--- config.mk ---
export PLATFORM = sky130hd
export DESIGN_NAME = sfa_queue
export DESIGN_NICKNAME = d
export VERILOG_FILES = /design/src/sfa_queue.sv
export SDC_FILE = /design/constraint.sdc
export NUM_CORES = 1
export LEC_CHECK = 0
export BUFFER_PORTS_ARGS = -buffer_cell sky130_fd_sc_hd__buf_2
export CORE_AREA = 2 2 134 136
export DETAILED_ROUTE_END_ITERATION = 6
export DIE_AREA = 0 0 136 138
export MAX_ROUTING_LAYER = met4
export PLACE_DENSITY = 0.79
export REMOVE_ABC_BUFFERS = 1
export SETUP_SLACK_MARGIN = 0.1
export SLEW_MARGIN = 25
export SYNTH_ARGS = -nofsm -noshare
export SYNTH_HDL_FRONTEND = slang
export SYNTH_SLANG_ARGS = --single-unit
--- constraint.sdc ---
create_clock -name clk -period 3.4 [get_ports clk]
set_input_delay 0.17 -clock clk [delete_from_list [all_inputs] [get_ports clk]]
set_output_delay 0.17 -clock clk [all_outputs]
set_load 0.1 [all_outputs]
--- src/sfa_queue.sv ---
module sfa_queue #(
	parameter int W     = 64,
	parameter int DEPTH = 4
) (
	input  logic         clk,
	input  logic         arst_n,
	input  logic         push,
	input  logic [W-1:0] wdata,
	input  logic         pop,
	output logic [W-1:0] rdata,
	output logic         full,
	output logic         not_empty
);

	localparam int PTR_W = (DEPTH > 1) ? $clog2(DEPTH) : 1;
	localparam int CNT_W = $clog2(DEPTH + 1);

	logic [W-1:0]     slot_q [DEPTH];
	logic [PTR_W-1:0] head_q;
	logic [PTR_W-1:0] tail_q;
	logic [CNT_W-1:0] count_q;

	assign full      = (count_q == CNT_W'(DEPTH));
	assign not_empty = (count_q != '0);
	assign rdata     = slot_q[head_q];

	always_ff @(posedge clk) begin
		if (push) begin
			slot_q[tail_q] <= wdata;
		end
	end

	always_ff @(posedge clk or negedge arst_n) begin
		if (!arst_n) begin
			head_q  <= '0;
			tail_q  <= '0;
			count_q <= '0;
		end else begin
			if (push) begin
				tail_q <= (tail_q == PTR_W'(DEPTH - 1)) ? '0 : PTR_W'(tail_q + 1'b1);
			end
			if (pop) begin
				head_q <= (head_q == PTR_W'(DEPTH - 1)) ? '0 : PTR_W'(head_q + 1'b1);
			end
			if (push && !pop) begin
				count_q <= CNT_W'(count_q + 1'b1);
			end else if (pop && !push) begin
				count_q <= CNT_W'(count_q - 1'b1);
			end
		end
	end

endmodule

After elaboration in Yosys (flattened, before gate mapping) --
Memory sizes are Yosys's and may differ from the RTL's. Cells that the tools add are included.
Operators by class: $add $sub $neg 4, equality and inequality tests 3, mux-type cells 6, reduce and logical (&&, ||, !) cells 6
Operator list (number):
- two-way mux 3 bit | 2
- adder 2 x 1 -> 2 bit (second input constant) | 2
- equality test 2 bit (second input constant) | 2
- two-way mux 2 bit | 2
- adder 3 x 1 -> 3 bit (second input constant) | 1
- equality test 3 bit (second input constant) | 1
- nonzero test 3 bit | 1
- subtractor 3 x 1 -> 3 bit (second input constant) | 1
- logical AND 1 bit | 2
- zero test 1 bit | 2
- two-way mux 1 bit | 2
- nonzero test 2 bit | 1
Word-level totals: register bits after elaboration 7, RAM bits 256, bits of input ports 68, output and inout port bits 66, word-level logic and storage cells 23, memories 1
Memories:
- slot_q | depth 4, width 64, rd ports 1, clocked after memory_dff 0, wr ports 1, line 18 | logic [W-1:0] slot_q [DEPTH];

Longest topological paths before layout --
Gate-level depths: netlist of the first run.
depth after elaboration 4, gate-level depth with buffers 7

Worst setup path after synthesis of the first run --
OpenSTA, ideal clock, no wires.
path type reg2out, start point reg count_q[0], end point out full, arrival time 2.647 ns, required time 3.230 ns, path slack 0.583 ns, cell stages (with the launch flop) 2, path through dfrtp_1 > nor3b_1
Between the ends: cells in the longest elaborated chain, start to end 1
Ends and longest elaborated chain:
- start, declared | line 21 | logic [CNT_W-1:0] count_q;
- start signal, assigned | line 46 | count_q <= CNT_W'(count_q + 1'b1);
- start signal, assigned | line 48 | count_q <= CNT_W'(count_q - 1'b1);
- equality test 3 bit | line 23 | assign full = (count_q == CNT_W'(DEPTH));
- end, declared | line 11 | output logic full,
No other way between the ends.

Final worst setup path of the first run --
start point reg head_q[0], end point out rdata[48]
Between the ends: cells in the longest elaborated chain, start to end 1
Ends and longest elaborated chain:
- start, declared | line 19 | logic [PTR_W-1:0] head_q;
- start signal, assigned | line 43 | head_q <= (head_q == PTR_W'(DEPTH - 1)) ? '0 : PTR_W'(head_q + 1'b1);
- memory (4 x 64 bit)
- end, declared | line 10 | output logic [W-1:0] rdata,
No other way between the ends.

==> flow_metrics.tcl, run 1 <==
set metrics [dict create \
    status "complete, no violations" \
    synth_top_area_share_pct 79.69 \
    crit_path_start_kind "flop" \
    area_growth_syn_to_layout_pct 25.23 \
    maxCapViolCount 0 \
    routed-wl-met2_um 9236 \
    synthCells 371 \
    async_flop_share_pct 2.662 \
    cts_buffer_depth 3 \
    grtUsageTotal_pct 19.66 \
    antenna_found_initial 0 \
    whs_ns 0.05420 \
    gr-total-overflow 0 \
    dpl.hpwl_um 9338 \
    start_util_pct 55.02 \
    top_layer "met4" \
    ys_seq_area_share_pct 81.50 \
    cp_data_required_time_ns 3.23 \
    synth.most_common_cell "edfxtp_1" \
    final_nets 663 \
    die_h_um 138 \
    die_w_um 136 \
    crit_fanout 31 \
    synth_commonest_cells "edfxtp_1 (256), mux4_2 (64), dfrtp_1 (7)" \
    drtAntennaViolNets 0 \
    setup_viol 0 \
    numCtsBuffers 27 \
    cts_setup_buffers 0 \
    drt_iter0_drc 267 \
    io_buffers 133 \
    postCtsResizedCells 0 \
    clock_latency_ns 0.51 \
    end_kind "output pin" \
    firstDrtPassIters 4 \
    met3_wirelength_um 903 \
    syn_avg_cell_area_sq_um 26.00 \
    grt_pass1_wl_um 26960 \
    synth_top_flop_cell "edfxtp_1" \
    ys_ff_latch 263 \
    syn_area_sq_um 9647 \
    cts.htree.levels 1 \
    synth_enable_flop_cells 256 \
    hp-class "input port to asynchronous set/reset pin" \
    path_class "flop to output pin" \
    arrival_ns 2.61 \
    root_buffer "clkbuf_16" \
    cts_hold_buf 67 \
    via_per_inst 5.443 \
    period_needed_ns 2.777 \
    ios 134 \
    grt_max_degree 67 \
    post-route-drc-count 0 \
    drive_above_1_share_pct 40.59 \
    fmaxAchievable_mhz 360.1 \
    worstMarginPinSlew_ns 0.9873 \
    rows 49 \
    rsz0062_at_grt "no" \
    ys_top_cells_by_area "edfxtp_1 (80%), mux4_2 (15%), dfrtp_1 (1.8%)" \
    yosys_warnings 0 \
    fin_skew_ns 0.006617 \
    wl_per_cell_um 20.88 \
    finalSetupTns_ns 0 \
    met1_length_um 7012 \
    synth_top_area_cell "edfxtp_1" \
    synth_cell_types 19 \
    cts.sinks 263 \
    finalHoldViolCount 0 \
    grt_pass1_vias 5010 \
    slew_violations 0 \
    cts_tree "yes" \
    finish.utilization_pct 68.90 \
    design.die.area_sq_um 18770 \
    vias 4550 \
    gp_congestion 0.6893 \
    period_share_pct 81.68 \
    core_sq_um 17530 \
    routed_wl_um 17460 \
    slew_headroom_pct 34.18 \
    clk_pin_slew_ns 0.06 \
]
[stage by stage]
step           cell area [sq um]  worst slack [ns]  instances
5_1_grt                    12080            0.4422        835
6_report                   12080            0.6229        836
2_1_floorplan               9542           -0.3033        357
3_5_place_dp               10540             1.109        721
4_1_cts                    12080            0.5344        835
3_3_place_gp               10540             1.116        721
[state kept, by name, indices dropped and copies added (netlist names)]
register and flops:
slot_q 256, head_q 2, count_q 3, tail_q 2
[logic make-up after synthesis]
group / share of synthesized area (%)
AOI/OAI and AO/OA: 0.1038
muxes: 15.29
adders and majority gates: 0.9857
buffers and inverters: 1.245
and+or+nand+nor: 0.5967
DFF: 81.50
xor gates and xnor gates: 0.2724
[placed cells by master, fill, tap and decap left out, types with 3 or more instances in the layout]
| cell | count |
|---|---|
| clkinv_1 | 4 |
| dlygate4sd3_1 | 67 |
| dfrtp_1 | 5 |
| clkbuf_8 | 5 |
| ha_1 | 6 |
| mux4_2 | 64 |
| inv_1 | 4 |
| buf_2 | 133 |
| clkbuf_1 | 5 |
| edfxtp_1 | 256 |
| nor2_1 | 3 |
| mux2_2 | 3 |
| clkbuf_16 | 27 |
| and2_4 | 4 |
[area by class of cell]
type / count / area (sq um)
repair buffers: 202 / 1364
well taps: 229 / 286.5
fillers: 1123 / 5454
flip-flops and latches: 263 / 7870
clock inverters: 10 / 105.1
diodes: 1 / 2.502
multi-input cells: 90 / 1674
inverters: 4 / 15.01
clock buffers: 37 / 763.2
[worst paths after layout]
kind / start / end / cells after the start / slack [ns]
max in group asynchronous: arst_n / head_q[0] / 2 / 3.16
max reg2reg: tail_q[0] / slot_q[2][59] / 3 / 1.48
min reg2reg: count_q[2] / count_q[2] / 1 / 0.51
min in group clk: wdata[40] / slot_q[3][40] / 2 / 0.40
max: head_q[0] / rdata[48] / 3 / 0.62
min: arst_n / head_q[1] / 2 / 0.05
[critical path, stage by stage (launching register included)]
cell	delay (ns)
dfrtp_4	0.85
buf_4	0.37
mux4_2	0.55
buf_2	0.31
[layer usage]
layer  vias to the layer above  track usage, %
met3                        30           3.300
met5                         -               -
li1                       2022               -
met1                      2353           24.61
met2                       145           33.48
met4                         0           5.428
Power of run 1 is not shown: default switching activity piles up to over one toggle a cycle in this logic, so the estimate is an artifact.
==> inputs of run 2 (changes only) <==
- ABC_AREA: default -> 1
- CORE_AREA: 2 2 134 136 -> 2 2 139 141
- DIE_AREA: 0 0 136 138 -> 0 0 141 143
- PLACE_DENSITY: 0.79 -> 0.8
- clock period: 3.4 -> 2.6 ns (I/O delays scaled with it)
==> flow_metrics.tcl, run 2 <==
set metrics [dict create \
    area_growth_syn_to_layout_pct 26.79 \
    setup_viol 0 \
    synth_top_area_cell "edfxtp_1" \
    rsz0062_at_grt "yes" \
    start_util_pct 57.08 \
    final_cell_mix "edfxtp_1 (256), nand2_1 (208), inv_1 (135)" \
    crit_buf_inv 3 \
    diodes 0 \
    cts_tree "yes" \
    design.die.area_sq_um 20160 \
    synth_top_flop_cell "edfxtp_1" \
    largest_register_ffs 256 \
    path_delay_family "buffers and inverters" \
    synth_top_area_share_pct 72.49 \
    slew_violations 0 \
    die_w_um 141 \
    cts.sinks 263 \
    clk_pin_slew_ns 0.06 \
    synth_top_family_by_area "compound AO/OA/AOI/OAI gates" \
    hp-class "input port to flop" \
    fillerInstances 1215 \
    synth_compound_area_share_pct 9.250 \
    muxShareOfSynthArea_pct 0 \
    clock_latency_ns 0.52 \
    fmaxAchievable_mhz 409.6 \
    syn_area_sq_um 10610 \
    finalHoldViolCount 0 \
    numCtsBuffers 26 \
    drtAntennaViolNets 0 \
    final_common_cell "edfxtp_1" \
    path_class "flop to output pin" \
    arrival_ns 2.31 \
    io_buffers 133 \
    slowest_stage "dfrtp_1" \
    ys_ff_latch 263 \
    period_share_pct 93.89 \
    largest-register "slot_q" \
    final_nets 1079 \
    firstDrtPassIters 4 \
    synthCells 800 \
    antenna_found_initial 0 \
    via_per_inst 5.248 \
    yosys_warnings 0 \
    synthXorXnorAreaFrac_pct 0.08259 \
    cts_buffer_depth 3 \
    synth.most_common_cell "edfxtp_1" \
    core_sq_um 18580 \
    grt_pass1_vias 6573 \
    crit_fanout 79 \
    synthSimpleGateAreaFrac_pct 7.622 \
    grtUsageTotal_pct 21.28 \
    routed_wl_um 21110 \
    grt_max_degree 80 \
    post-route-drc-count 0 \
    whs_ns 0.3637 \
    syn_avg_cell_area_sq_um 13.26 \
    dpl.hpwl_um 11400 \
    crit_chain "inv_8 > buf_12 > o211ai_1 > nand2_1 > buf_2" \
    gr-total-overflow 0 \
    vias 6602 \
    top_regs "slot_q x256, count_q x3" \
    final-seq-area_sq_um 7864 \
    ys_top_cells_by_area "edfxtp_1 (72%), o211ai_1 (9.1%), nand2_1 (7.4%)" \
    die_h_um 143 \
    synth_commonest_cells "edfxtp_1 (256), nand2_1 (208), inv_1 (140)" \
    drt_iter0_drc 433 \
    rows 50 \
    gp_congestion 0.7247 \
    synthAdderAreaFrac_pct 0.8966 \
    drive_above_1_share_pct 18.95 \
    root_buffer "clkbuf_16" \
    ys_seq_area_share_pct 74.14 \
    synth_enable_flop_cells 256 \
    cts.htree.levels 1 \
    ios 134 \
    synth_cell_types 18 \
    async_flop_share_pct 2.662 \
    slowest_delay_ns 0.45 \
    maxCapViolCount 0 \
    multi_input_area_sq_um 1893 \
    grt_pass1_wl_um 32550 \
    wl_per_cell_um 16.78 \
    crit_path_start_kind "flop" \
    slew_headroom_pct 60.21 \
    fin_skew_ns 0.008621 \
    cp_data_required_time_ns 2.47 \
    end_kind "output pin" \
    status "complete, no violations" \
    period_needed_ns 2.441 \
    worstMarginPinSlew_ns 0.5968 \
]
## run 2: changes by cell type after synthesis, moves of 3 or more
cell,change
buf_4,+10
buf_2,+10
mux2_2,-3
inv_1,+136
o211ai_1,+128
buf_6,+8
mux4_2,-64
nand2_1,+206
and2_1,-4
## run 2: metrics by stage
step | setup slack [ns] | instances | cell area (sq um) | TNS [ns] | utilization, %
floorplan | -0.7858 | 758 | 10280 | -50.70 | -
global placement | 0.6388 | 1142 | 11900 | 0 | 64.05
detailed placement | 0.6043 | 1142 | 11900 | 0 | 64.05
CTS | 0.1104 | 1258 | 13440 | 0 | 72.32
global route | 0.05200 | 1258 | 13450 | 0 | 72.37
finish | 0.1587 | 1258 | 13450 | 0 | 72.37
## run 2: final cells by class
cell class                      count  share of cell area, %
Sequential cell                   263                  58.48
Timing Repair Buffer              218                  14.90
Multi-Input combinational cell    354                  14.08
Clock buffer                       31                  5.136
Inverter                          141                  4.029
Tap cell                          234                  2.177
Clock inverter                     17                  1.200
## run 2: kinds of logic (layout without fill, tap and decap cells)
logic type	after synthesis	in the layout
DFF	263	263
and+or+nand+nor	214	214
buffers and inverters	183	407
AOI/OAI and AO/OA	132	132
adders and majority gates	7	7
xor gates and xnor gates	1	1
## run 2: worst register-to-register path: cells and delay by family (launching register included)
family	cells	cell delay, ns
adders and majority gates	1	0.18
buffers and inverters	3	0.90
DFF	1	0.37
and+or+nand+nor	1	0.07
## run 2: path summary, 6_finish.rpt
kind	start	to	slack, ns	cells past startpoint
hold reg to reg	count_q[2]	count_q[2]	0.51	2
hold / removal	wdata[5]	slot_q[0][5]	0.36	2
min in group asynchronous	arst_n	head_q[0]	0.62	3
setup / recovery	head_q[0]	rdata[52]	0.16	5
setup reg to reg	tail_q[1]	slot_q[1][35]	0.83	5
max in group asynchronous	arst_n	head_q[1]	1.67	3
## run 2: what timing repair did
action / 4_1_cts / 5_1_grt
buffers inserted: 0 / 0
pin swaps: 0 / 0
hold endpoints to repair: 267 / 0
gates resized for setup: 3 / 3
endpoints found under the setup margin: 21 / 36
hold buffers: 68 / 0
## run 2: metal layers
layer	part of all wire (%)	up-vias	global-route usage (%)	wire, um
li1	-	3189	-	-
met1	41	3173	25.68	8661
met2	51	197	37.84	10800
met3	5.6	43	3.320	1185
met4	2.2	0	5.632	458
met5	0	-	-	0
Power of run 2 is left out for the same reason.
==> inputs of run 3 (changes only) <==
--- a/config.mk
+++ b/config.mk
@@ -8,7 +8,7 @@
 export ABC_AREA = 1
 export BUFFER_PORTS_ARGS = -buffer_cell sky130_fd_sc_hd__buf_2
-export CORE_AREA = 2 2 139 141
+export CORE_AREA = 2 2 160 123
 export DETAILED_ROUTE_END_ITERATION = 6
-export DIE_AREA = 0 0 141 143
+export DIE_AREA = 0 0 162 125
 export MAX_ROUTING_LAYER = met4
 export PLACE_DENSITY = 0.8
==> constraint.sdc (replaced) <==
create_clock -name clk -period 2.6 [get_ports clk]
set_input_delay 0.26 -clock clk [delete_from_list [all_inputs] [get_ports clk]]
set_output_delay 0.26 -clock clk [all_outputs]
set_load 0.1 [all_outputs]
==> flow_metrics.tcl, run 3 (synthesis gave the netlist of run 2 again) <==
set metrics [dict create \
    diodes 0 \
    fin_skew_ns 0.01380 \
    firstDrtPassIters 4 \
    final_nets 1072 \
    cp_data_required_time_ns 2.34 \
    die_w_um 162 \
    slowest_stage "dfrtp_1" \
    status "complete, no violations" \
    slowest_delay_ns 0.46 \
    largest-register "slot_q" \
    largest_register_ffs 256 \
    cts_tree "yes" \
    drtAntennaViolNets 0 \
    drive_above_1_share_pct 18.34 \
    final_cell_mix "edfxtp_1 (256), nand2_1 (208), inv_1 (135)" \
    final_common_cell "edfxtp_1" \
    dp_cells 1157 \
    crit_fanout 60 \
    maxCapViolCount 0 \
    grt_pass1_wl_um 32440 \
    ios 134 \
    clk_pin_slew_ns 0.06 \
    drt_iter0_drc 448 \
    start_util_pct 56.33 \
    slew_violations 0 \
    fillerInstances 1207 \
    min_from "pop" \
    root_buffer "clkbuf_16" \
    r2r_setup_slack_ns 0.87 \
    clock_latency_ns 0.51 \
    area_growth_syn_to_layout_pct 26.26 \
    final-seq-area_sq_um 7864 \
    grt_max_degree 105 \
    crit_buf_inv 3 \
    gp_congestion 0.7112 \
    design.die.area_sq_um 20250 \
    whs_ns 0.01728 \
    crit_path_start_kind "flop" \
    path_class "flop to output pin" \
    gr-total-overflow 0 \
    vias 6531 \
    cts.sinks 263 \
    r2r_start "tail_q[0]" \
    io_buffers 133 \
    worstSetupStartpoint "head_q[0]" \
    die_h_um 125 \
    wl_per_cell_um 16.17 \
    dpl.hpwl_um 11290 \
    top_regs "slot_q x256, count_q x3" \
    slew_headroom_pct 63.33 \
    met3_wirelength_um 1175 \
    setup_viol 0 \
    finalHoldViolCount 0 \
    antenna_found_initial 0 \
    stdcell_count 1267 \
    rows 44 \
    routed-wl-met2_um 10030 \
    worstMarginPinSlew_ns 0.5501 \
    layout_setup_ws_ns 0.2082 \
    routed_wl_um 20490 \
    post-route-drc-count 0 \
    cts_buffer_depth 3 \
    pre_cts_slack_ns 0.7173 \
    top_layer "met4" \
    period_needed_ns 2.392 \
    fmaxAchievable_mhz 418.1 \
    multi_input_area_sq_um 1893 \
    crit_top_cell "nand2_1" \
    crit_chain "clkinv_4 > buf_12 > nand2_1 > o211ai_1 > nand2_1 > buf_2" \
    rsz0062_at_grt "no" \
    arrival_ns 2.13 \
    finish.utilization_pct 71.12 \
    period_share_pct 91.99 \
    grt_pass1_vias 6492 \
    cts.htree.levels 1 \
    hp-class "input port to flop" \
    end_kind "output pin" \
    numCtsBuffers 25 \
    path_delay_family "buffers and inverters" \
    cts_setup_buffers 0 \
    via_per_inst 5.155 \
    core_sq_um 18830 \
    met1_length_um 8956 \
    grtUsageTotal_pct 20.84 \
]
## run 3: timing repair
item,4_1_cts,5_1_grt
endpoints found under the hold margin,263,0
gates resized for setup,0,2
hold buffers,65,0
endpoints found under the setup margin,0,18
## run 3: final cells by class
class	count	share of cell area (%)
Sequential cell	263	58.73
Multi-Input combinational cell	354	14.14
Inverter	141	3.990
Clock inverter	16	0.7195
Timing Repair Buffer	211	15.27
Clock buffer	28	4.756
Tap cell	253	2.364
Timing Repair inverter	1	0.03738
## run 3: per-layer routing
metal  global-route usage [%]  up-vias
met3                    3.417       27
met1                    27.38     3112
met5                        -        -
met2                    34.74      203
li1                         -     3189
met4                    4.581        0
## run 3: stage by stage
stage,area (sq um),setup TNS [ns]
final,13390,0
after global routing,13390,0
after global placement,11990,0
after CTS,13380,0
after floorplan,10280,-59.15
after detailed placement,11990,0
## run 3: final timing paths
kind,endpoint,cells after the start
setup / recovery,rdata[26],6
hold / removal,head_q[0],2
setup reg to reg,slot_q[0][15],5
hold reg to reg,count_q[2],2
max in group asynchronous,head_q[1],2
min in group asynchronous,tail_q[0],2
## run 3: worst register-to-register path: stages, from the launching register on
cell,delay [ns]
dfrtp_1,0.41
inv_1,0.11
ha_1,0.15
nand2_1,0.06
inv_2,0.25
buf_12,0.34
Power of run 3 is left out for the same reason.
