## config.mk

```make
export PLATFORM = sky130hd
export DESIGN_NAME = sfa_front
export DESIGN_NICKNAME = d
export VERILOG_FILES = /design/src/sfa_pkg.sv /design/src/sfa_front.sv
export SDC_FILE = /design/constraint.sdc
export NUM_CORES = 1
export LEC_CHECK = 0
export ABC_AREA = 0
export BUFFER_PORTS_ARGS = -buffer_cell sky130_fd_sc_hd__buf_2
export CAP_MARGIN = 20
export CORE_ASPECT_RATIO = 2
export CORE_MARGIN = 2
export CORE_UTILIZATION = 38
export DETAILED_ROUTE_END_ITERATION = 8
export GPL_TIMING_DRIVEN = 0
export PLACE_DENSITY = 0.93
export SETUP_SLACK_MARGIN = 0.02
export SYNTH_ARGS = -nofsm -noshare
export SYNTH_HDL_FRONTEND = slang
export SYNTH_SLANG_ARGS = --single-unit
```

## constraint.sdc

```tcl
create_clock -name clk -period 3.7 [get_ports clk]
set_input_delay 0.74 -clock clk [delete_from_list [all_inputs] [get_ports clk]]
set_output_delay 0.74 -clock clk [all_outputs]
set_load 0.03 [all_outputs]
```

## src/sfa_pkg.sv

```systemverilog
package sfa_pkg;

	// op field codes
	localparam logic OP_WRITE = 1'b0;
	localparam logic OP_ACCUM = 1'b1;

	// depth of the queue between front and back
	localparam int QUEUE_DEPTH = 4;

	typedef struct packed {
		logic              op;
		logic [3:0]        segment;
		logic [7:0]        breakpoint_slot;
		logic signed [31:0] value;
		logic [7:0]        symbol;
		logic [3:0]        symbol_bits;
		logic              final_segment;
	} sfa_in_t;

	typedef struct packed {
		logic [63:0] lower_bound;
		logic        saturated;
	} sfa_out_t;

	// what the back end does with a queued word
	typedef enum logic [1:0] {
		KIND_PASS,
		KIND_WRITE,
		KIND_ACCUM
	} sfa_kind_t;

	typedef struct packed {
		sfa_kind_t kind;
		logic      weight2;
		logic      final_seg;
		logic      lo_inf;
		logic      hi_inf;
	} sfa_ctl_t;

endpackage

```

## src/sfa_front.sv

```systemverilog
module sfa_front import sfa_pkg::*; #(
	parameter int MAX_SEGMENTS = 16,
	parameter int SYMBOL_BITS  = 8,
	parameter int SEG_W        = 4,
	parameter int ADDR_W       = 12
) (
	input  logic               clk,
	input  logic               arst_n,
	input  logic               cfg_we,
	input  logic               cfg_wdata,
	input  sfa_in_t            in_word,
	output sfa_ctl_t           ctl,
	output logic [ADDR_W-1:0]  addr_a,
	output logic [ADDR_W-1:0]  addr_b,
	output logic [31:0]        value
);

	localparam int IDX_W   = SYMBOL_BITS;
	localparam int ROW_LEN = (1 << SYMBOL_BITS) - 1;

	logic             mode_q;
	logic [3:0]       bits_sat;
	logic [3:0]       shift;
	logic [7:0]       sym_m;
	logic [7:0]       lo8;
	logic [7:0]       hi8;
	logic [IDX_W-1:0] lo_idx;
	logic [IDX_W-1:0] hi_idx;
	logic [SEG_W-1:0] row;
	logic             seg_ok;
	logic             slot_ok;

	always_ff @(posedge clk or negedge arst_n) begin
		if (!arst_n) begin
			mode_q <= 1'b1;
		end else if (cfg_we) begin
			mode_q <= cfg_wdata;
		end
	end

	// symbol -> breakpoint interval indexes at full cardinality
	always_comb begin
		bits_sat = (int'(in_word.symbol_bits) > SYMBOL_BITS) ? 4'(SYMBOL_BITS)
		                                                      : in_word.symbol_bits;
		shift    = 4'(SYMBOL_BITS) - bits_sat;
		sym_m    = in_word.symbol & ~(8'hFF << bits_sat);
		lo8      = sym_m << shift;
		hi8      = lo8 | ~(8'hFF << shift);
		lo_idx   = lo8[IDX_W-1:0];
		hi_idx   = hi8[IDX_W-1:0];
	end

	assign seg_ok  = int'(in_word.segment) < MAX_SEGMENTS;
	assign slot_ok = int'(in_word.breakpoint_slot) < ROW_LEN;
	assign row     = SEG_W'(in_word.segment);

	always_comb begin
		ctl.lo_inf    = (lo_idx == '0);
		ctl.hi_inf    = &hi_idx;
		ctl.weight2   = !(!mode_q && in_word.segment == 4'd0);
		ctl.final_seg = (in_word.op == OP_ACCUM) && in_word.final_segment;
		if (in_word.op == OP_WRITE) begin
			ctl.kind = (seg_ok && slot_ok) ? KIND_WRITE : KIND_PASS;
			addr_a   = {row, in_word.breakpoint_slot[IDX_W-1:0]};
		end else begin
			// segment 1 is skipped in unnormalized mode
			ctl.kind = (seg_ok && !(!mode_q && in_word.segment == 4'd1)) ? KIND_ACCUM
			                                                           : KIND_PASS;
			addr_a   = {row, IDX_W'(lo_idx - IDX_W'(1))};
		end
		addr_b = {row, hi_idx};
		value  = in_word.value;
	end

endmodule

```

# Word level (Yosys, flattened, before mapping)
# Cells that the tools add are included.
totals:
  register_bits: 1
  output_inout_bits: 62
  wordCells: 26
op_classes:
  n_addsub: 2
  order_cmp: 2
  n_eq_ne: 1
  n_shift: 3
  muxes: 5
  bitwise_logic: 4
  reduce_logical: 8
op_table:
  columns: ["operator", "count"]
  rows:
  - ["$not 8->8", 2]
  - ["$shl 8x4->8 const A", 2]
  - ["$and 8x8->8", 1]
  - ["$logic_not 8->1", 1]
  - ["$lt 8x8->1 const B", 1]
  - ["$mux 8", 1]
  - ["$or 8x8->8", 1]
  - ["$reduce_and 8->1", 1]
  - ["$shl 8x4->8", 1]
  - ["$sub 8x1->8 const B", 1]
  - ["$eq 4x1->1 const B", 1]
  - ["$gt 4x4->1 const B", 1]
  - ["$logic_not 4->1", 1]
  - ["$mux 2", 2]
  - ["$mux 4", 1]
  - ["$sub 4x4->4 const A", 1]
  - ["$logic_and 1x1->1", 3]
  - ["$logic_not 1->1", 2]
  - ["$mux 1", 1]

# Depth between registers and ports, before layout
# Gate-level depths: netlist of the first run.
logic_depth:
  ltp_word: 8
  mapped_depth: 12
  depth_no_buf: 12

# Worst setup path after synthesis of the first run
# OpenSTA, ideal clock, no wires.
synth_timing:
  path_type: "input port to output port"
  from: "input port in_word[4] (netlist bit)"
  to: "output port ctl[0] (netlist bit)"
  t_arrival_ns: 3.161
  required_time_ns: 2.960
  slack_ns: -0.201
  path_stages: 11
  n_path_buf: 1
  path_cell_list: "buf_2 nand2b_1 ha_1 inv_1 ha_1 nor2b_1 a31oi_4 o221ai_2 nand2b_1 a31oi_1 a221oi_1"
synth_lines:
  columns: ["item", "line", "text"]
  rows:
  - ["start: declaration", "sfa_front.sv:11", "input sfa_in_t in_word,"]
  - ["end: declaration", "sfa_front.sv:12", "output sfa_ctl_t ctl,"]

# Final worst setup path of the first run
layout_timing:
  from: "input port in_word[4] (netlist bit)"
  to: "output port addr_a[7]"
layout_between:
  elab_chain_len: 8
  word_cells_on_any_way: 9
  classes_between: "add/sub: 2; order compare: 1; shift: 2; mux: 2; bitwise: 2"
layout_rtl:
  columns: ["item", "line", "text"]
  rows:
  - ["$gt 4x4->1", "sfa_front.sv:43", "bits_sat = (int'(in_word.symbol_bits) > SYMBOL_BITS) ? 4'(SYMBOL_BITS)"]
  - ["$mux 4 (*)", "sfa_front.sv:43", null]
  - ["$shl 8x4->8", "sfa_front.sv:46", "sym_m = in_word.symbol & ~(8'hFF << bits_sat);"]
  - ["$not 8->8", "sfa_front.sv:46", null]
  - ["$and 8x8->8", "sfa_front.sv:46", null]
  - ["$shl 8x4->8 (*)", "sfa_front.sv:47", "lo8 = sym_m << shift;"]
  - ["$sub 8x1->8 (*)", "sfa_front.sv:69", "addr_a = {row, IDX_W'(lo_idx - IDX_W'(1))};"]
  - ["$mux 8 (*)", "sfa_front.sv:62", "if (in_word.op == OP_WRITE) begin"]
  - ["end: declaration", "sfa_front.sv:13", "output logic [ADDR_W-1:0] addr_a,"]
# Every way passes the cells marked *; elsewhere a longest branch is shown, timed or not.

==> results.py, run 1 <==
metrics = {
    "critical_path": {
        "crit_required_ps": 2960,
        "reg2regPathDepth": 1,
        "worst_ep_arrival_time_ps": 2960,
        "crit_path_max_fanout": 7,
        "crit_start": "in_word[4]",
        "reg2reg_slack_ps": 2990,
        "r2r_start": "mode_q",
        "max_stage_delay_ps": 350,
        "cpLargestDelayFamily": "compound AO/OA/AOI/OAI gates",
        "cp-start-kind": "input port",
        "end_kind": "primary output",
        "r2r_end": "mode_q",
        "worst-path-buf-inv": 4,
        "path_class": "in2out",
        "crit_chain": "buf_12 > buf_8 > nand2b_4 > inv_1 > ha_4 > o21ba_2 > o21ai_4 > nand2_2 > o31ai_4 > nand4_4 > xnor2_2 > mux2_4 > buf_6",
        "crit_slowest_cell": "o31ai_4",
    },
    "synthesis": {
        "synth_top_family_by_area": "simple AND/OR/NAND/NOR gates",
        "synth_cell_types": 51,
        "synth-compound-area-share_pct": 26.5,
        "muxShareOfSynthArea_pct": 3.35,
        "synthArstFlopShare_pct": 100,
        "syn_area_per_cell_um2": 7.07,
        "synth_top_area_cell": "buf_4",
        "synth_fa_ha_area_share_pct": 7.66,
        "synth_warnings": 0,
        "synthXorXnorAreaFrac_pct": 3.35,
        "synthSimpleGateAreaFrac_pct": 29.9,
        "ys_seq_area_share_pct": 2.01,
        "netlist_area_mm2": 0.00131,
        "ys_seq_elements": 1,
        "synth_nets": 255,
        "synth.area.top_cells": "buf_4, ha_1, nand2_1, nor2_1, nand3_1",
        "synth_edf_count": 0,
        "synth_top_area_share_pct": 23.0,
        "syn-instance-count": 185,
        "synth_common_cells": "buf_4, nand2_1, nor2_1",
        "synth-main-ff-cell": "dfstp_2",
        "yosysMostFrequentCell": "buf_4",
    },
    "route": {
        "drt_iter0_markers": 32,
        "wl_met1_mm": 1.61,
        "ant_nets": 0,
        "routed.top_layer": "met4",
        "wl_met2_mm": 3.16,
        "dr_total_vias": 1836,
        "drc": 0,
        "finalWirelength_mm": 5.62,
        "routedWlPerCell_um": 16.8,
        "wl_met3_um": 523,
        "vias_per_cell": 5.50,
        "drtPass1Iterations": 4,
    },
    "clock_network": {
        "clkLatencyLatePin_ps": 0,
        "path_clk_slew_ps": 0,
    },
    "power_and_ir_drop": {
        "p_clk_share_pct": 0,
        "power_density_mw_per_mm2": 243,
        "internal-power_w": 0.000246,
        "power_frac_seq_pct": 2.4,
        "ir_worst_vdd_mv": 0.134,
        "total_leakage_power_nw": 1.16,
        "switching_share_pct": 56.6,
        "p_comb_share_pct": 97.6,
        "switchingPower_w": 0.000320,
    },
    "die": {
        "core_mm2": 0.00334,
        "die-area_mm2": 0.00395,
        "die_w_um": 45.5,
        "rows": 30,
        "fp.dieH_um": 87.0,
        "start_util_pct": 39.1,
        "pin_count": 124,
    },
    "global_routing": {
        "antenna_found_initial": 0,
        "gr-total-overflow": 0,
        "grt_pass1_wl_mm": 7.29,
        "grtUsageTotal_pct": 24.2,
        "grt_max_degree": 11,
        "grt_pass1_vias": 1611,
    },
    "cells_and_area": {
        "fillerInstances": 268,
        "antenna_cells": 0,
        "areaGrowthSynthToFinish_pct": 78.2,
        "fin_nets": 374,
        "design_area_mm2": 0.00233,
        "largest_reg_flops": 1,
        "final_util_pct": 69.7,
        "final-instance-count-excl-fill": 334,
        "reg_top3": "mode_q x1",
        "layout-drive-gt1-share_pct": 70.5,
        "top_register": "mode_q",
    },
    "sta": {
        "final_max_slew_viol_count": 0,
        "final.min_clock_period_ps": 3700,
        "clock_skew_ps": 0,
        "hold_viol": 0,
        "fin_ws_ps": 4.59,
        "fin_crit_sh_pct": 99.9,
        "worst_slew_pin_slew_ps": 479,
        "relSlewSlack_pct": 67.8,
        "rsz0062_at_grt": "yes",
        "setup_viol": 0,
        "max_freq_mhz": 271,
        "holdWs_ps": 615,
    },
    "min_path": {
        "hold_start": "mode_q",
        "hp-class": "reg2reg",
        "whs_endpoint": "mode_q",
        "worstHoldPathCells": 1,
    },
    "placed_design": {
        "dp.cells": 307,
        "place_ws_ps": -571,
        "place.gp.congestion": 0.893,
        "numPortBuffers": 90,
        "dpl_cell_area_mm2": 0.00182,
        "dp_hpwl_mm": 3.87,
    },
    "run_status": {
        "status": "finished clean",
    },
    "job": {
        "drv_cap": 0,
    },
}
metal layers:
| metal | global-route usage [%] | up-vias |
|---|---|---|
| met5 | 0 | - |
| met4 | 6.68 | 0 |
| met3 | 1.87 | 28 |
| met2 | 51.2 | 138 |
| met1 | 21.3 | 820 |
| li1 | - | 850 |
cells by family (layout without fill, tap and decap cells):
kind of cell | Yosys count | count (layout)
mux | 4 | 4
simple gates | 71 | 71
compound gates | 42 | 42
buf+inv | 54 | 171
flops | 1 | 1
xor+xnor | 5 | 5
fa+ha+maj | 8 | 8
how the worst max path moves through the flow:
stage                endpoint  slack (ps)  cells after the start
floorplan           addr_a[4]          30                     12
global placement    addr_a[7]        -550                     13
detailed placement  addr_a[7]        -570                     13
CTS                 addr_a[7]          30                     14
global route        addr_a[7]         -30                     13
finish              addr_a[7]           5                     13
cell usage in the layout (no fill, tap or decap), drive strengths merged, types with 7 or more instances in the layout:
cell and count:
inv 7, nand3 9, a21oi 7, nand2 16
buf 162, nor2 13, a31oi 7, o21ai 11
ha 8
area by class of cell:
class,count,area [um2],share of cell area (%)
multi-input combinational,130,1180,50.7
tap,32,40.0,1.72
inverter,7,28.8,1.24
buffer,47,362,15.5
timing repair buffer,117,692,29.7
sequential,1,26.3,1.13
power groups by stage:
| stage | sequential, W | clock, W | combinational [W] |
|---|---|---|---|
| after global placement | 0.0000136 | 0 | 0.000420 |
| after CTS | 0.0000137 | 0 | 0.000500 |
| after detailed placement | 0.0000137 | 0 | 0.000427 |
| after floorplan | 0.0000134 | 0 | 0.000318 |
| final | 0.0000137 | 0 | 0.000552 |
| after global routing | 0.0000137 | 0 | 0.000578 |
per-stage QoR:
| stage | TNS (ps) | total power (W) |
|---|---|---|
| after floorplan | 0 | 0.000331 |
| after global placement | -3980 | 0.000434 |
| after detailed placement | -4130 | 0.000440 |
| after CTS | 0 | 0.000514 |
| after global routing | -60.2 | 0.000592 |
| final | 0 | 0.000566 |
repair_timing:
| item | 4_1_cts | 5_1_grt |
|---|---|---|
| gates resized for setup | 45 | 30 |
| pin swaps | 14 | 20 |
| buffers inserted | 15 | 11 |
| gates cloned | 0 | 1 |
| setup endpoints to repair | 13 | 7 |
| hold buffers | 0 | 0 |
Note: power is estimated with default switching activity, not from simulation.
==> run 2, diff against run 1 <==
--- a/config.mk
+++ b/config.mk
@@ -9,8 +9,9 @@
 export BUFFER_PORTS_ARGS = -buffer_cell sky130_fd_sc_hd__buf_2
 export CAP_MARGIN = 20
 export CORE_ASPECT_RATIO = 2
-export CORE_MARGIN = 2
+export CORE_MARGIN = 3
 export CORE_UTILIZATION = 38
+export CTS_CLUSTER_SIZE = 28
 export DETAILED_ROUTE_END_ITERATION = 8
 export GPL_TIMING_DRIVEN = 0
 export PLACE_DENSITY = 0.93
==> run 2 against run 1 <==
  * Largest power group unchanged
  * Combinational power is 5.1% lower
  * Worst hold slack hardly changed
  * Sequential power hardly changed
  * Critical path depth is 2 lower
  * The flow now finishes with violations (setup timing)
  * Largest cell class unchanged
  * Worst setup slack worse by 11 ps
==> results.py, run 2 (synthesis gave the netlist of run 1 again) <==
metrics = {
    "clock_network": {
        "path_clk_slew_ps": 0,
        "cts_hold_buf": 0,
        "clkLatencyLatePin_ps": 0,
    },
    "critical_path": {
        "reg2reg_slack_ps": 3000,
        "end_kind": "primary output",
        "crit_path_max_fanout": 7,
        "crit_chain": "buf_4 > nor2b_4 > buf_4 > ha_4 > o211ai_1 > nand2_2 > o31ai_4 > nand4_2 > xnor2_2 > mux2_4 > buf_6",
        "path_class": "in2out",
        "worst_ep_arrival_time_ps": 2970,
        "max_stage_delay_ps": 350,
        "reg2regPathDepth": 1,
        "path_common_cell": "buf_4",
        "crit_slowest_cell": "o211ai_1",
        "crit_required_ps": 2960,
        "cp-start-kind": "input port",
    },
    "cells_and_area": {
        "layout_commonest_cell": "buf_2",
        "largest_reg_flops": 1,
        "final_cell_mix": "buf_2, buf_4, nand2_1",
        "layout-drive-gt1-share_pct": 68.9,
        "areaGrowthSynthToFinish_pct": 69.1,
        "reg_top3": "mode_q x1",
        "fin_nets": 361,
        "top_register": "mode_q",
        "antenna_cells": 0,
    },
    "power_and_ir_drop": {
        "p_comb_share_pct": 97.5,
        "internal-power_w": 0.000228,
        "switchingPower_w": 0.000309,
        "finalPower_w": 0.000537,
        "switching_share_pct": 57.6,
        "p_clk_share_pct": 0,
        "power_density_mw_per_mm2": 243,
        "power_frac_seq_pct": 2.5,
        "total_leakage_power_nw": 1.10,
        "ir_worst_vdd_mv": 0.175,
    },
    "die": {
        "rows": 29,
        "die-area_mm2": 0.00422,
        "die_w_um": 47.5,
        "start_util_pct": 40.5,
        "fp.dieH_um": 89.0,
        "core_mm2": 0.00323,
        "pin_count": 124,
    },
    "route": {
        "routedWlPerCell_um": 16.5,
        "dr_total_vias": 1800,
        "drc": 0,
        "drt_iter0_markers": 58,
        "drtPass1Iterations": 4,
        "vias_per_cell": 5.63,
        "ant_nets": 0,
        "finalWirelength_mm": 5.29,
    },
    "placed_design": {
        "place_ws_ps": -534,
        "dp_hpwl_mm": 3.85,
        "numPortBuffers": 90,
        "place.gp.congestion": 0.926,
    },
    "sta": {
        "final.min_clock_period_ps": 3710,
        "rsz0062_at_grt": "yes",
        "fin_crit_sh_pct": 100,
        "worst_slew_pin_slew_ps": 569,
        "setup_viol": 1,
        "fin_ws_ps": -6.11,
        "clock_skew_ps": 0,
        "max_freq_mhz": 270,
        "final_max_slew_viol_count": 0,
        "hold_viol": 0,
        "relSlewSlack_pct": 61.8,
    },
    "global_routing": {
        "grtUsageTotal_pct": 20.9,
        "grt_pass1_wl_mm": 6.75,
        "grt_pass1_vias": 1621,
        "gr-total-overflow": 0,
        "antenna_found_initial": 0,
        "grt_max_degree": 11,
    },
    "min_path": {
        "hp-class": "reg2reg",
        "worstHoldPathCells": 1,
    },
    "job": {
        "drv_cap": 0,
    },
    "run_status": {
        "status": "finished with violations",
        "violations": "setup timing",
    },
}
==> run 2: cell count changes in the layout (fill, tap and decap cells not counted), moves of 2 or more <==
cell and delta:
clkbuf_4 +2, buf_6 -2, a31oi_2 -2, a31oi_1 +2, buf_4 -14
==> run 2: worst paths after layout <==
kind / start / end
max: in_word[1] / addr_a[7]
min: mode_q / mode_q
max reg2reg: mode_q / mode_q
min reg2reg: mode_q / mode_q
max in group asynchronous: arst_n / mode_q
min in group asynchronous: arst_n / mode_q
==> run 2: stage by stage <==
stage          std cells  area, um2  util (%)  hold slack [ps]  setup TNS [ps]
2_1_floorplan        185       1330         -              592               0
3_3_place_gp         306       1820      56.2              612           -3860
3_5_place_dp         306       1820      56.2              619           -3940
4_1_cts              313       2020      62.6              619               0
5_1_grt              320       2210      68.5              628            -170
6_report             320       2210      68.5              615           -6.11
==> run 2: power groups by stage <==
stage	registers (W)	clock network, W	logic [W]
final	0.0000135	0	0.000524
after floorplan	0.0000134	0	0.000318
after CTS	0.0000135	0	0.000473
after global routing	0.0000137	0	0.000555
after global placement	0.0000135	0	0.000420
after detailed placement	0.0000135	0	0.000427
==> run 2: cell type report <==
| type | instances | area (um2) |
|---|---|---|
| buffer | 47 | 354 |
| fill | 262 | 1020 |
| inverter | 7 | 28.8 |
| multi-input combinational | 130 | 1170 |
| sequential | 1 | 26.3 |
| tap | 31 | 38.8 |
| timing repair buffer | 104 | 597 |
==> run 2: critical path, delay by kind of cell <==
kind | cells | cell delay (ps)
AOI/OAI and AO/OA | 2 | 650
xor gates and xnor gates | 1 | 170
adders and majority gates | 1 | 180
buffers and inverters | 3 | 450
muxes | 1 | 260
and+or+nand+nor | 3 | 520
==> run 2: repair_timing <==
| item | 4_1_cts | 5_1_grt |
|---|---|---|
| gates resized for setup | 37 | 26 |
| endpoints found under the setup margin | 12 | 7 |
| pin swaps | 11 | 15 |
| buffers inserted | 7 | 7 |
| gates cloned | 0 | 0 |
==> run 2: layer usage <==
metal / track usage, % / wire length (um) / vias up
met1: 17.1 / 1530 / 812
li1: - / - / 825
met4: 10.1 / 251 / 0
met2: 43.4 / 2990 / 136
met5: 0 / 0 / -
met3: 1.41 / 512 / 27
==> run 3, diff against run 2 <==
--- a/config.mk
+++ b/config.mk
@@ -5,17 +5,19 @@
 export SDC_FILE = /design/constraint.sdc
 export NUM_CORES = 1
 export LEC_CHECK = 0
-export ABC_AREA = 0
+export ABC_AREA = 1
+export ABC_CLOCK_PERIOD_IN_PS = 3700
 export BUFFER_PORTS_ARGS = -buffer_cell sky130_fd_sc_hd__buf_2
 export CAP_MARGIN = 20
 export CORE_ASPECT_RATIO = 2
 export CORE_MARGIN = 3
-export CORE_UTILIZATION = 38
+export CORE_UTILIZATION = 36
 export CTS_CLUSTER_SIZE = 28
 export DETAILED_ROUTE_END_ITERATION = 8
 export GPL_TIMING_DRIVEN = 0
 export PLACE_DENSITY = 0.93
 export SETUP_SLACK_MARGIN = 0.02
+export SKIP_LAST_GASP = 1
 export SYNTH_ARGS = -nofsm -noshare
 export SYNTH_HDL_FRONTEND = slang
 export SYNTH_SLANG_ARGS = --single-unit
==> run 3 against run 2 <==
  * The flow now finishes without violations
  * Critical path depth grew 4
  * Die area shrank 4.6%
  * First-iteration DRC count is 47% lower
  * Worst setup slack better by 260 ps
  * Critical path type unchanged
==> results.py, run 3 <==
metrics = {
    "critical_path": {
        "path_class": "in2out",
        "worst_ep_arrival_time_ps": 2710,
        "crit_slowest_cell": "ha_1",
        "r2r_start": "mode_q",
        "max_stage_delay_ps": 220,
        "crit_start": "in_word[4]",
        "cp-start-kind": "input port",
        "crit_chain": "buf_6 > inv_4 > nand2_4 > ha_2 > ha_1 > a21boi_2 > nand2_1 > nand2_2 > nand2_1 > ha_1 > nand2_2 > nor2_4 > xor2_1 > o21ai_1 > buf_4",
        "endpoint": "addr_a[4]",
        "cpLargestDelayFamily": "adder cells",
        "crit_path_max_fanout": 9,
        "worst-path-buf-inv": 3,
        "crit_required_ps": 2960,
        "r2r_end": "mode_q",
        "end_kind": "primary output",
        "reg2reg_slack_ps": 3000,
        "path_depth": 15,
        "reg2regPathDepth": 1,
    },
    "synthesis": {
        "yosysMostFrequentCell": "nand2_1",
        "netlist_area_mm2": 0.00118,
        "ys_seq_elements": 1,
        "synth_edf_count": 0,
        "syn_area_per_cell_um2": 5.74,
        "synth-main-ff-cell": "dfstp_2",
        "synth_common_cells": "nand2_1, buf_4, nand3_1",
        "synth.area.top_cells": "buf_4, nand2_1, nand3_1, ha_1, inv_1",
        "synth_top_area_cell": "buf_4",
        "ys_seq_area_share_pct": 2.23,
        "synthArstFlopShare_pct": 100,
        "synth_top_area_share_pct": 25.5,
        "syn-instance-count": 205,
        "synth_nets": 275,
        "synth_cell_types": 30,
        "synth_warnings": 0,
    },
    "sta": {
        "fin_crit_sh_pct": 93.3,
        "worst_slew_pin_slew_ps": 252,
        "setup_viol": 0,
        "hold_viol": 0,
        "tns_ps": 0,
        "rsz0062_at_grt": "no",
        "final_max_slew_viol_count": 0,
        "fin_ws_ps": 250,
        "clock_skew_ps": 0,
        "final.min_clock_period_ps": 3450,
        "relSlewSlack_pct": 83.2,
        "max_freq_mhz": 290,
    },
    "die": {
        "core_mm2": 0.00305,
        "die-area_mm2": 0.00403,
        "die_w_um": 46.4,
        "pin_count": 124,
        "rows": 28,
        "fp.dieH_um": 86.8,
        "start_util_pct": 38.6,
    },
    "placed_design": {
        "place_ws_ps": -250,
        "numPortBuffers": 91,
        "dp_hpwl_mm": 3.38,
        "place.gp.congestion": 0.939,
    },
    "power_and_ir_drop": {
        "ir_worst_vdd_mv": 0.144,
        "total_leakage_power_nw": 1.06,
        "finalPower_w": 0.000429,
        "power_density_mw_per_mm2": 244,
    },
    "cells_and_area": {
        "areaGrowthSynthToFinish_pct": 49.5,
        "layout_commonest_cell": "buf_2",
        "fin_nets": 370,
        "reg_top3": "mode_q x1",
        "antenna_cells": 0,
        "final_cell_mix": "buf_2, nand2_1, buf_4",
        "top_register": "mode_q",
        "layout-drive-gt1-share_pct": 56.7,
        "largest_reg_flops": 1,
    },
    "clock_network": {
        "path_clk_slew_ps": 0,
        "cts_hold_buf": 0,
        "clkLatencyLatePin_ps": 0,
    },
    "min_path": {
        "hold_start": "mode_q",
        "hp-class": "reg2reg",
    },
    "route": {
        "drtPass1Iterations": 4,
        "routedWlPerCell_um": 11.6,
        "vias_per_cell": 4.88,
        "dr_total_vias": 1601,
        "drc": 0,
        "drt_iter0_markers": 31,
        "ant_nets": 0,
        "finalWirelength_mm": 3.81,
    },
    "run_status": {
        "status": "finished clean",
    },
    "global_routing": {
        "gr-total-overflow": 0,
        "grt_pass1_vias": 1545,
        "antenna_found_initial": 0,
        "grt_pass1_wl_mm": 5.75,
        "grt_max_degree": 11,
        "grtUsageTotal_pct": 17.6,
    },
    "job": {
        "drv_cap": 0,
    },
}
run 3: layout make-up:
cell class	instances	area, um2
sequential	1	26.3
fill	303	1290
buffer	42	310
multi-input combinational	136	793
tap	30	37.5
timing repair buffer	94	494
inverter	25	96.3
run 3: logic make-up after synthesis:
logic type / count (synthesis) / synth area share (%)
and+or+nand+nor: 107 / 42.8
buffers and inverters: 68 / 34.7
AOI/OAI and AO/OA: 19 / 10.1
adders and majority gates: 8 / 8.51
xor gates and xnor gates: 1 / 0.745
muxes: 1 / 0.957
DFF: 1 / 2.23
run 3: worst min-delay path by stage:
stage	slack, ps	cells after the start	to
after global placement	600	1	mode_q
after global routing	620	1	mode_q
after detailed placement	610	1	mode_q
final	620	1	mode_q
after floorplan	590	0	mode_q
after CTS	610	1	mode_q
run 3: per-stage QoR:
stage | area [um2] | hold WS (ps) | utilization [%] | std cells
2_1_floorplan | 1180 | 592 | - | 205
3_3_place_gp | 1680 | 605 | 55.0 | 326
3_5_place_dp | 1680 | 615 | 55.0 | 326
4_1_cts | 1690 | 615 | 55.5 | 325
5_1_grt | 1760 | 623 | 57.7 | 328
6_report | 1760 | 615 | 57.7 | 328
run 3: power by group:
| group | internal (W) | total (W) | switching, W | leakage (nW) |
|---|---|---|---|---|
| sequential | 0.0000130 | 0.0000136 | 0.000000542 | 0.0105 |
| combinational | 0.000147 | 0.000415 | 0.000269 | 1.05 |
| clock | 0 | 0 | 0 | 0 |
run 3: repair_timing:
action	CTS	global route
buffers inserted	0	3
endpoints found under the setup margin	10	8
resized for setup	4	22
pin swaps	0	4
run 3: layer usage:
layer / global-route usage [%] / up-vias / part of all wire [%]
met5: 0 / - / 0
met3: 1.25 / 4 / 9.8
met1: 17.0 / 697 / 31
met2: 34.8 / 87 / 58
met4: 6.48 / 0 / 0.89
li1: - / 813 / -
